==> src/kar_ram.sv <==
`timescale 1ns / 1ps
`default_nettype none

module kar_ram #(
    parameter int WIDTH = 8,
    parameter int DEPTH = 16
) (
    input  wire logic                     clk,
    input  wire logic                     we,
    input  wire logic [$clog2(DEPTH)-1:0] waddr,
    input  wire logic [WIDTH-1:0]         wdata,
    input  wire logic [$clog2(DEPTH)-1:0] raddr,
    output      logic [WIDTH-1:0]         rdata
);

    logic [WIDTH-1:0] mem [DEPTH];

    always_ff @(posedge clk)
    begin
        if (we)
        begin
            mem[waddr] <= wdata;
        end
        rdata <= mem[raddr];
    end

endmodule

`default_nettype wire

==> config.mk <==
export PLATFORM = sky130hd
export DESIGN_NAME = kar_ram
export DESIGN_NICKNAME = d
export VERILOG_FILES = /design/src/kar_ram.sv
export SDC_FILE = /design/constraint.sdc
export NUM_CORES = 1
export LEC_CHECK = 0
export ABC_CLOCK_PERIOD_IN_PS = 2200
export BUFFER_PORTS_ARGS = -buffer_cell sky130_fd_sc_hd__buf_2
export CAP_MARGIN = 10
export CORE_MARGIN = 2
export CORE_UTILIZATION = 63
export CTS_BUF_LIST = sky130_fd_sc_hd__clkbuf_8
export DETAILED_ROUTE_END_ITERATION = 8
export PLACE_DENSITY = 0.82
export SYNTH_ARGS = -nofsm -noshare
export SYNTH_HDL_FRONTEND = slang
export SYNTH_SLANG_ARGS = --single-unit
==> constraint.sdc <==
create_clock -name clk -period 2.2 [get_ports clk]
set_clock_uncertainty 0.15 [all_clocks]
set_input_delay 0.22 -clock clk [delete_from_list [all_inputs] [get_ports clk]]
set_output_delay 0.22 -clock clk [all_outputs]
set_load 0.02 [all_outputs]
======== Yosys cells after proc, flatten, opt, wreduce, memory -nomap -nowiden ========
Memories as Yosys holds them, arrays and structs flattened. A register that Yosys moved wholly into a read port is not among the register bits.
Index checks and enable logic that the tools add are counted.
storage, ports and cells
  register bits after elaboration ......... 0
  bits in writable memories ............... 128
  bits of input ports ..................... 18
  output and inout port bits .............. 8
  word-level logic and storage cells ...... 3
  memories ................................ 1
memories
  name  words  width  rd ports  clocked after Yosys merged registers in  write ports  line  source
  mem   16     8      1         1                                        1            16    logic [WIDTH-1:0] mem [DEPTH];
operators by class
  mux-type cells .......................... 2
operators with widths
  kind    number
  $mux 1  2

======== Longest topological paths before layout ========
Gate-level depths: netlist of run 1.
  depth after elaboration ................. 2
  depth in mapped cells ................... 5
  gate-level depth less buffers ........... 3

======== Worst setup path before layout of run 1 ========
Ideal clock, no wire load.
  path kind ............................... input-to-reg
  from .................................... input port waddr[2]
  to ...................................... memory mem[0][0] (enable)
  setup time .............................. 0.383 ns
  data arrival time ....................... 1.330 ns
  data required time ...................... 1.667 ns
  setup slack ............................. 0.337 ns
  cell stages on the path ................. 2
  buffers on the path ..................... 0
  cells stage by stage .................... or3b_2 > nor3_1
RTL lines
  what         line  source
  from (decl)  10    input wire logic [$clog2(DEPTH)-1:0] waddr,
  to (decl)    16
Straight into the memory's write port.

==> metrics.cfg, run 1 <==
[cts]
htreeDepth = 4
cts_inserted_buffers = 17
clk_latency_ns = 0.42
cts.sinks = 136
cts_root_buf = clkbuf_8
cts_resized = 0
clkTransAtPathRegs_ns = 0.08
clock_path_buffers = 2
cts_tree = built

[critical_path]
r2r_end = rdata[5]
arrival_ns = 1.72
reg2reg_slack_ns = 0.65
crit_path_start = mem[1][5]
critical_path_class = register to register
r2r_start = mem[1][5]
cp_max_fo = 1
rr_worst_depth = 3
crit_path_start_kind = register
cp-end-kind = register
crit_required_ns = 2.37

[floorplanning]
die_h_um = 94.4
coreArea_mm2 = 0.00781
pin_count = 26
fp.dieArea_mm2 = 0.00891
num_rows = 32
fp.dieW_um = 94.4
initial_core_util_pct = 65.9

[timing]
final-hold-violation-count = 0
relSlewSlack_pct = 57.4
period_share_pct = 70.4
setup_viol = 0
whs_ns = 0.0309
setup_tns_ns = 0
worst_pin_slew_ns = 0.637
drv_slew = 0
layout_setup_ws_ns = 0.651
fmax_mhz = 645
fin_crit_ns = 1.55
rsz0062_at_grt = false

[finish]
n_antenna_cell = 0
layout_common_cells = 128 x edfxtp_1, 25 x buf_2, 18 x mux4_2
fillers = 421
drive_gt1_share_pct = 31.8
fin_nets = 301
final-instance-count-excl-fill = 398
finalInstanceArea_mm2 = 0.00590
mostFrequentLayoutCell = edfxtp_1
syn_to_final_growth_pct = 14.7

[logic_synthesis]
syn_inst = 229
synth_simple_gate_area_share_pct = 3.18
synth_area_mm2 = 0.00515
synth_adder_area_share_pct = 0
muxShareOfSynthArea_pct = 15.0
ys_ff_latch = 136
synth_top_family_by_area = multiplexers
synthXorXnorAreaFrac_pct = 0
syn_avg_cell_area_um2 = 22.5
ys.warnings.count = 0
synth-compound-area-share_pct = 2.33
synth.net_count = 247
seq_area_frac_synth_pct = 77.8
yosysUniqueCellTypes = 19

[drt]
vias_per_cell = 6.18
drc = 0
first_iter_violations = 313
num_vias = 2459
drt_pre_antenna_iters = 4
drt_wl_total_mm = 9.61
detail_route.wl_per_cell_um = 24.1
ant_nets = 0

[placed_design]
detailed_place_hpwl_mm = 5.99
port_buffers = 25
place_ws_ns = 0.373
place_inst = 365
dpl_cell_area_mm2 = 0.00548
gp_congestion = 0.739

[min_path]
whs_path_depth = 1
whs_endpoint = mem[13][4]
min_path_type = input port to register
min_from = wdata[4]

[power_and_ir_drop]
switching_power_w = 0.00113
power_frac_clock_pct = 39.3
pwr-share-seq_pct = 55.3
p_int_w = 0.00413
combinationalPowerShare_pct = 5.4
vdd_ir_drop_max_mv = 0.603
switching_share_pct = 21.5
p_leak_nw = 2.00
powerDensity_mw_per_mm2 = 892

[global_route]
grt_pass1_wl_mm = 14.9
track_usage_pct = 24.6
grt_antenna_before_repair = 1
grt_pass1_vias = 2535
grt_max_degree = 33
grt-ovfl-total = 0

[job]
drv_cap = 0

[run_status]
status = completed

routing by layer:
layer	routed length, um	share of wire (%)	global-route usage (%)	up-vias
li1	-	-	-	1079
met1	3690	38	34.1	1223
met2	4900	51	38.6	140
met3	845	8.8	5.83	17
met4	172	1.8	10.7	0
met5	0	0	0	-
critical path, stage by stage (launching register included):
cell and delay (ns):
edfxtp_1 0.41, mux4_1 0.54, a22oi_1 0.26, nand2_1 0.08
power groups by stage:
stage	Combinational [W]	Clock (W)	Sequential [W]
CTS	0.000288	0.00210	0.00291
detailed placement	0.000284	0	0.00297
floorplan	0.000147	0	0.00298
global route	0.000308	0.00220	0.00292
global placement	0.000276	0	0.00297
finish	0.000285	0.00207	0.00291
synth_stat cells, drive strengths merged:
cell	n	area (um^2)
nand2b	2	12.5
clkdlybuf4s25	3	30.0
nor3	4	20.0
mux4	32	773
and2	1	6.26
nand3b	2	15.0
or3b	1	8.76
edfxtp	128	3840
nand3	1	5.00
nor2	13	48.8
and2b	1	7.51
dfxtp	8	160
nor2b	1	6.26
a22oi	16	120
nand2	9	33.8
buf	7	56.3
metrics by stage:
step | total power (W) | utilization (%)
2_1_floorplan | 0.00313 | -
3_3_place_gp | 0.00324 | 70.2
3_5_place_dp | 0.00325 | 70.2
4_1_cts | 0.00530 | 75.6
5_1_grt | 0.00543 | 75.6
6_report | 0.00526 | 75.6
cells by family (layout without fill, tap and decap cells):
family	count (synthesis)	count (layout)
muxes	32	32
AOI/OAI and AO/OA	16	16
buffers and inverters	10	77
DFF	136	136
and+or+nand+nor	35	35
timing repair:
item	4_1_cts	5_1_grt
hold buffers	1	0
buffers inserted	0	0
endpoints found under the hold margin	7	0
worst max path at each step:
stage                     cells past startpoint         to
after detailed placement                      5   rdata[2]
final                                         3   rdata[5]
after global placement                        5   rdata[2]
after CTS                                     3   rdata[7]
after global routing                          3   rdata[5]
after floorplan                               2  mem[0][0]
flip-flops by register name (all words and copies together), names as in the netlist:
name and cells:
mem 128, rdata 8
area by class of cell:
type | count | area [um^2] | area share [%]
sequential | 136 | 4000 | 67.8
multi-input combinational | 83 | 1060 | 17.9
timing repair buffer | 45 | 303 | 5.13
clock buffer | 17 | 234 | 3.96
clock inverter | 15 | 176 | 2.99
tap | 102 | 128 | 2.16
Power figures use the tool's default switching activity.
==> run 2, diff against run 1 <==
==> config.mk (replaced) <==
export PLATFORM = sky130hd
export DESIGN_NAME = kar_ram
export DESIGN_NICKNAME = d
export VERILOG_FILES = /design/src/kar_ram.sv
export SDC_FILE = /design/constraint.sdc
export NUM_CORES = 1
export LEC_CHECK = 0
export ABC_CLOCK_PERIOD_IN_PS = 1340
export BUFFER_PORTS_ARGS = -buffer_cell sky130_fd_sc_hd__buf_2
export CAP_MARGIN = 10
export CORE_MARGIN = 2
export CORE_UTILIZATION = 57
export CTS_BUF_LIST = sky130_fd_sc_hd__clkbuf_8
export DETAILED_ROUTE_END_ITERATION = 8
export PLACE_DENSITY = 0.78
export SYNTH_ARGS = -nofsm -noshare
export SYNTH_HDL_FRONTEND = slang
export SYNTH_SLANG_ARGS = --single-unit
==> constraint.sdc (replaced) <==
create_clock -name clk -period 1.34 [get_ports clk]
set_clock_uncertainty 0.15 [all_clocks]
set_input_delay 0.134 -clock clk [delete_from_list [all_inputs] [get_ports clk]]
set_output_delay 0.134 -clock clk [all_outputs]
set_load 0.02 [all_outputs]
==> metrics.cfg, run 2 (synthesis results as in run 1) <==
[run_status]
status = finished with violations
failed_checks = setup timing

[cts]
clock_path_buffers = 2  ; unchanged
cts.sinks = 136  ; unchanged
cts_inserted_buffers = 17  ; unchanged
cts_tree = built
clk_latency_ns = 0.42  ; about the same
clkTransAtPathRegs_ns = 0.08  ; about the same
htreeDepth = 4  ; unchanged
cts_root_buf = clkbuf_8

[job]
drv_cap = 0  ; unchanged

[placed_design]
detailed_place_hpwl_mm = 6.04  ; +0.98%
gp_congestion = 0.781  ; +5.7%
place_ws_ns = -0.313  ; -0.685 ns
port_buffers = 25  ; unchanged
place_inst = 384  ; +5.2%

[floorplanning]
die_h_um = 99.0  ; +4.9%
num_rows = 34  ; +6.3%
coreArea_mm2 = 0.00872  ; +12%
fp.dieW_um = 99.0  ; +4.9%
pin_count = 26  ; unchanged
fp.dieArea_mm2 = 0.00981  ; +10%
initial_core_util_pct = 59.0  ; -6.9 points

[finish]
fillers = 499  ; +19%
mostFrequentLayoutCell = edfxtp_1
n_antenna_cell = 0  ; unchanged
fin_nets = 321  ; +6.6%
drive_gt1_share_pct = 42.1  ; +10 points
syn_to_final_growth_pct = 18.9
largest_register_ffs = 128  ; unchanged
layout_common_cells = 128 x edfxtp_1, 31 x mux4_2, 26 x buf_4
seq_area_mm2 = 0.00400  ; unchanged
top_register = mem
reg_top3 = mem: 128 flops, rdata: 8 flops
final_core_util_pct = 70.2  ; -5.4 points
final-instance-count-excl-fill = 424  ; +6.5%
multi_input_area_mm2 = 0.00109  ; +3.1%

[drt]
drc = 0  ; unchanged
first_iter_violations = 226  ; -28%
detail_route.wl_per_cell_um = 21.8  ; -9.5%
drt_pre_antenna_iters = 4  ; unchanged
vias_per_cell = 5.94  ; -3.9%
num_vias = 2517  ; +2.4%
drt_wl_total_mm = 9.26  ; -3.6%
ant_nets = 0  ; unchanged

[power_and_ir_drop]
p_leak_nw = 2.06  ; +2.7%
vdd_ir_drop_max_mv = 0.618  ; +2.5%
powerDensity_mw_per_mm2 = 1380  ; +54%
finalPower_w = 0.00843  ; +60%

[min_path]
min_path_type = input port to register
min_from = waddr[0]
whs_endpoint = mem[0][5]
whs_path_depth = 3  ; +2

[timing]
setup_viol = 8  ; +8
layout_setup_ws_ns = -0.0865  ; -0.737 ns
rsz0062_at_grt = true
worst_pin_slew_ns = 0.848  ; +0.211 ns
period_share_pct = 106  ; +36 points
relSlewSlack_pct = 43.3  ; -14 points
fmax_mhz = 701  ; +8.6%
fin_crit_ns = 1.43  ; -0.123 ns
final-hold-violation-count = 0  ; unchanged
drv_slew = 0  ; unchanged

[global_route]
grt-ovfl-total = 0  ; unchanged
grt_antenna_before_repair = 0  ; -1
grt_max_degree = 29  ; -12%
grt_pass1_wl_mm = 14.4  ; -3.5%
track_usage_pct = 20.9  ; -3.8 points
grt_pass1_vias = 2624  ; +3.5%

[critical_path]
crit_required_ns = 1.50  ; -0.87 ns
reg2reg_slack_ns = -0.09  ; -0.74 ns
cp_max_fo = 1  ; unchanged
rr_worst_depth = 3  ; unchanged
arrival_ns = 1.59  ; -0.13 ns
critical_path_class = register to register
cp-end-kind = register
r2r_start = mem[14][5]
r2r_end = rdata[5]
crit_path_start_kind = register

==> run 2: layout make-up <==
class	instances	area share, %
clock buffer	17	3.82
timing repair buffer	65	8.50
tap	108	2.21
sequential	136	65.4
multi-input combinational	83	17.8
clock inverter	15	2.27
==> run 2: critical path: stages (launching register included) <==
cell	delay, ns
edfxtp_1	0.40
mux4_2	0.49
a22oi_2	0.21
nand2_1	0.07
==> run 2: power breakdown <==
part	switching, W	leakage (nW)	internal (W)	total, W
clock network	0.00148	0.189	0.00162	0.00310
registers	0.0000306	1.22	0.00475	0.00478
logic	0.000297	0.645	0.000251	0.000547
total	0.00181	2.06	0.00662	0.00843
==> run 2: worst max path at each step <==
stage,start,endpoint,slack (ns),cells after the start
finish,mem[14][5],rdata[5],-0.09,3
detailed placement,raddr[0],rdata[3],-0.31,5
floorplan,waddr[2],mem[0][0],-0.05,2
CTS,mem[3][6],rdata[6],-0.08,3
global route,mem[1][6],rdata[6],-0.11,3
global placement,raddr[0],rdata[4],-0.31,5
==> run 2: timing repair <==
action / in CTS / in global routing
pin swaps: 1 / 3
setup buffers: 0 / 0
endpoints found under the hold margin: 128 / 0
resized for setup: 6 / 5
endpoints found under the setup margin: 8 / 8
hold buffers: 8 / 0
==> run 2: routing by layer <==
layer / track usage [%] / up-vias / routed length, um
li1: - / 1107 / -
met1: 27.9 / 1301 / 3790
met2: 33.2 / 88 / 4730
met3: 5.46 / 21 / 516
met4: 8.75 / 0 / 223
met5: 0 / - / 0
==> run 2: through the flow <==
stage	area, um^2	TNS, ns	hold WS, ns
4_1_cts	6110	-0.542	0.0449
2_1_floorplan	5180	-0.435	0.0829
6_report	6120	-0.449	0.0621
5_1_grt	6120	-0.769	0.0553
3_5_place_dp	5630	-9.61	0.372
3_3_place_gp	5630	-6.78	0.367
==> run 3, diff against run 2 <==
==> config.mk (replaced) <==
export PLATFORM = sky130hd
export DESIGN_NAME = kar_ram
export DESIGN_NICKNAME = d
export VERILOG_FILES = /design/src/kar_ram.sv
export SDC_FILE = /design/constraint.sdc
export NUM_CORES = 1
export LEC_CHECK = 0
export ABC_CLOCK_PERIOD_IN_PS = 1500
export BUFFER_PORTS_ARGS = -buffer_cell sky130_fd_sc_hd__buf_4
export CAP_MARGIN = 10
export CORE_MARGIN = 2
export CORE_UTILIZATION = 63
export CTS_BUF_LIST = sky130_fd_sc_hd__clkbuf_8
export DETAILED_ROUTE_END_ITERATION = 8
export PLACE_DENSITY = 0.82
export SYNTH_ARGS = -nofsm -noshare
export SYNTH_HDL_FRONTEND = slang
export SYNTH_SLANG_ARGS = --single-unit
==> constraint.sdc (replaced) <==
create_clock -name clk -period 1.5 [get_ports clk]
set_clock_uncertainty 0.15 [all_clocks]
set_input_delay 0.15 -clock clk [delete_from_list [all_inputs] [get_ports clk]]
set_output_delay 0.15 -clock clk [all_outputs]
set_load 0.02 [all_outputs]
==> metrics.cfg, run 3 (synthesis results as in run 1) <==
[finish]
n_antenna_cell = 0  ; unchanged
mostFrequentLayoutCell = edfxtp_1
finalInstanceArea_mm2 = 0.00618  ; +0.88%
top_register = mem
final_core_util_pct = 79.1  ; +8.9 points
fin_nets = 319  ; -0.62%
syn_to_final_growth_pct = 20.0
reg_top3 = mem: 128 flops, rdata: 8 flops
final-instance-count-excl-fill = 416  ; -1.9%
drive_gt1_share_pct = 37.6  ; -4.5 points
largest_register_ffs = 128  ; unchanged
layout_common_cells = 128 x edfxtp_1, 52 x buf_4, 23 x mux4_2

[cts]
htreeDepth = 4  ; unchanged
postCtsSetupBuffers = 0  ; unchanged
cts_tree = built
cts.sinks = 136  ; unchanged
clk_latency_ns = 0.43  ; about the same
clkTransAtPathRegs_ns = 0.08  ; about the same
clock_path_buffers = 2  ; unchanged
cts_inserted_buffers = 17  ; unchanged
cts_root_buf = clkbuf_8

[drt]
ant_nets = 0  ; unchanged
detail_route.wl_per_cell_um = 23.8  ; +9.1%
drc = 0  ; unchanged
first_iter_violations = 178  ; -21%
drt_pre_antenna_iters = 5  ; +1
num_vias = 2599  ; +3.3%
drt_wl_total_mm = 9.91  ; +7.1%
vias_per_cell = 6.25  ; +5.2%

[min_path]
whs_path_depth = 3  ; unchanged
min_path_type = input port to register
min_from = waddr[1]
whs_endpoint = mem[0][1]

[critical_path]
reg2reg_slack_ns = 0.01  ; +0.10 ns
crit_required_ns = 1.66  ; +0.16 ns
cp_max_fo = 1  ; unchanged
critical_path_class = register to register
crit_path_start_kind = register
r2r_end = rdata[1]
r2r_start = mem[10][1]
rr_worst_depth = 3  ; unchanged
arrival_ns = 1.65  ; +0.06 ns
cp-end-kind = register

[floorplanning]
coreArea_mm2 = 0.00781  ; -10%
fp.dieArea_mm2 = 0.00891  ; -9.2%
fp.dieW_um = 94.4  ; -4.7%
num_rows = 32  ; -5.9%
die_h_um = 94.4  ; -4.7%
initial_core_util_pct = 65.9  ; +6.9 points
pin_count = 26  ; unchanged

[timing]
drv_slew = 0  ; unchanged
final-hold-violation-count = 0  ; unchanged
layout_setup_ws_ns = 0.0115  ; +0.0980 ns
fin_crit_ns = 1.49  ; +0.0620 ns
fmax_mhz = 672  ; -4.2%
relSlewSlack_pct = 39.4  ; -3.9 points
setup_tns_ns = 0  ; +0.449 ns
rsz0062_at_grt = true
worst_pin_slew_ns = 0.907  ; +0.0585 ns
setup_viol = 0  ; -8
period_share_pct = 99.2  ; -7.2 points

[placed_design]
place_ws_ns = -0.216  ; +0.0969 ns
gp_congestion = 0.765  ; -2.0%
detailed_place_hpwl_mm = 6.16  ; +1.9%
dpl_cell_area_mm2 = 0.00564  ; +0.22%
port_buffers = 25  ; unchanged
place_inst = 376  ; -2.1%

[global_route]
grt-ovfl-total = 0  ; unchanged
grt_pass1_vias = 2689  ; +2.5%
grt_pass1_wl_mm = 15.1  ; +4.6%
track_usage_pct = 25.0  ; +4.1 points
grt_max_degree = 19  ; -34%
grt_antenna_before_repair = 0  ; unchanged

[power_and_ir_drop]
vdd_ir_drop_max_mv = 0.785  ; +27%
powerDensity_mw_per_mm2 = 1290  ; -6.6%
p_leak_nw = 2.12  ; +3.0%

[job]
drv_cap = 0  ; unchanged

[run_status]
status = completed

-- run 3: final cells by class --
| class | count | area [um^2] |
|---|---|---|
| flip-flops and latches | 136 | 4000 |
| repair buffers | 63 | 531 |
| fillers | 383 | 1630 |
| clock inverters | 14 | 183 |
| clock buffers | 18 | 248 |
| multi-input cells | 83 | 1080 |
| well taps | 102 | 128 |
-- run 3: metrics by stage --
step / hold slack, ns / power, W
finish: 0.0926 / 0.00795
floorplan: 0.0989 / 0.00459
global placement: 0.290 / 0.00480
global route: 0.0836 / 0.00819
detailed placement: 0.307 / 0.00482
CTS: 0.0533 / 0.00800
-- run 3: power by group --
group	switching, W	internal (W)	total [W]
sequential	0.0000304	0.00424	0.00427
combinational	0.000268	0.000236	0.000505
clock	0.00133	0.00184	0.00317
-- run 3: critical path, cell delays in order (launching register included) --
cell      delay (ns)
edfxtp_1        0.37
mux4_2          0.48
a22oi_2         0.28
nand2_1         0.09
-- run 3: how the worst max path moves through the flow --
| stage | slack [ns] | start | end |
|---|---|---|---|
| final | 0.01 | mem[10][1] | rdata[1] |
| after global routing | -0.01 | mem[0][2] | rdata[2] |
| after CTS | 0.02 | mem[1][2] | rdata[2] |
| after detailed placement | -0.22 | raddr[0] | rdata[1] |
| after global placement | -0.19 | raddr[0] | rdata[3] |
| after floorplan | -0.07 | waddr[2] | mem[3][0] |
-- run 3: repair_timing --
| action | CTS | global route |
|---|---|---|
| pin swaps | 1 | 3 |
| hold endpoints to repair | 128 | 0 |
| endpoints found under the setup margin | 5 | 5 |
| gates resized for setup | 5 | 8 |
| hold buffers | 8 | 0 |
-- run 3: routing by layer --
metal / wire length [um] / track usage, %
met4: 233 / 12.7
met2: 5120 / 39.3
met3: 815 / 6.07
met1: 3750 / 33.3
met5: 0 / 0
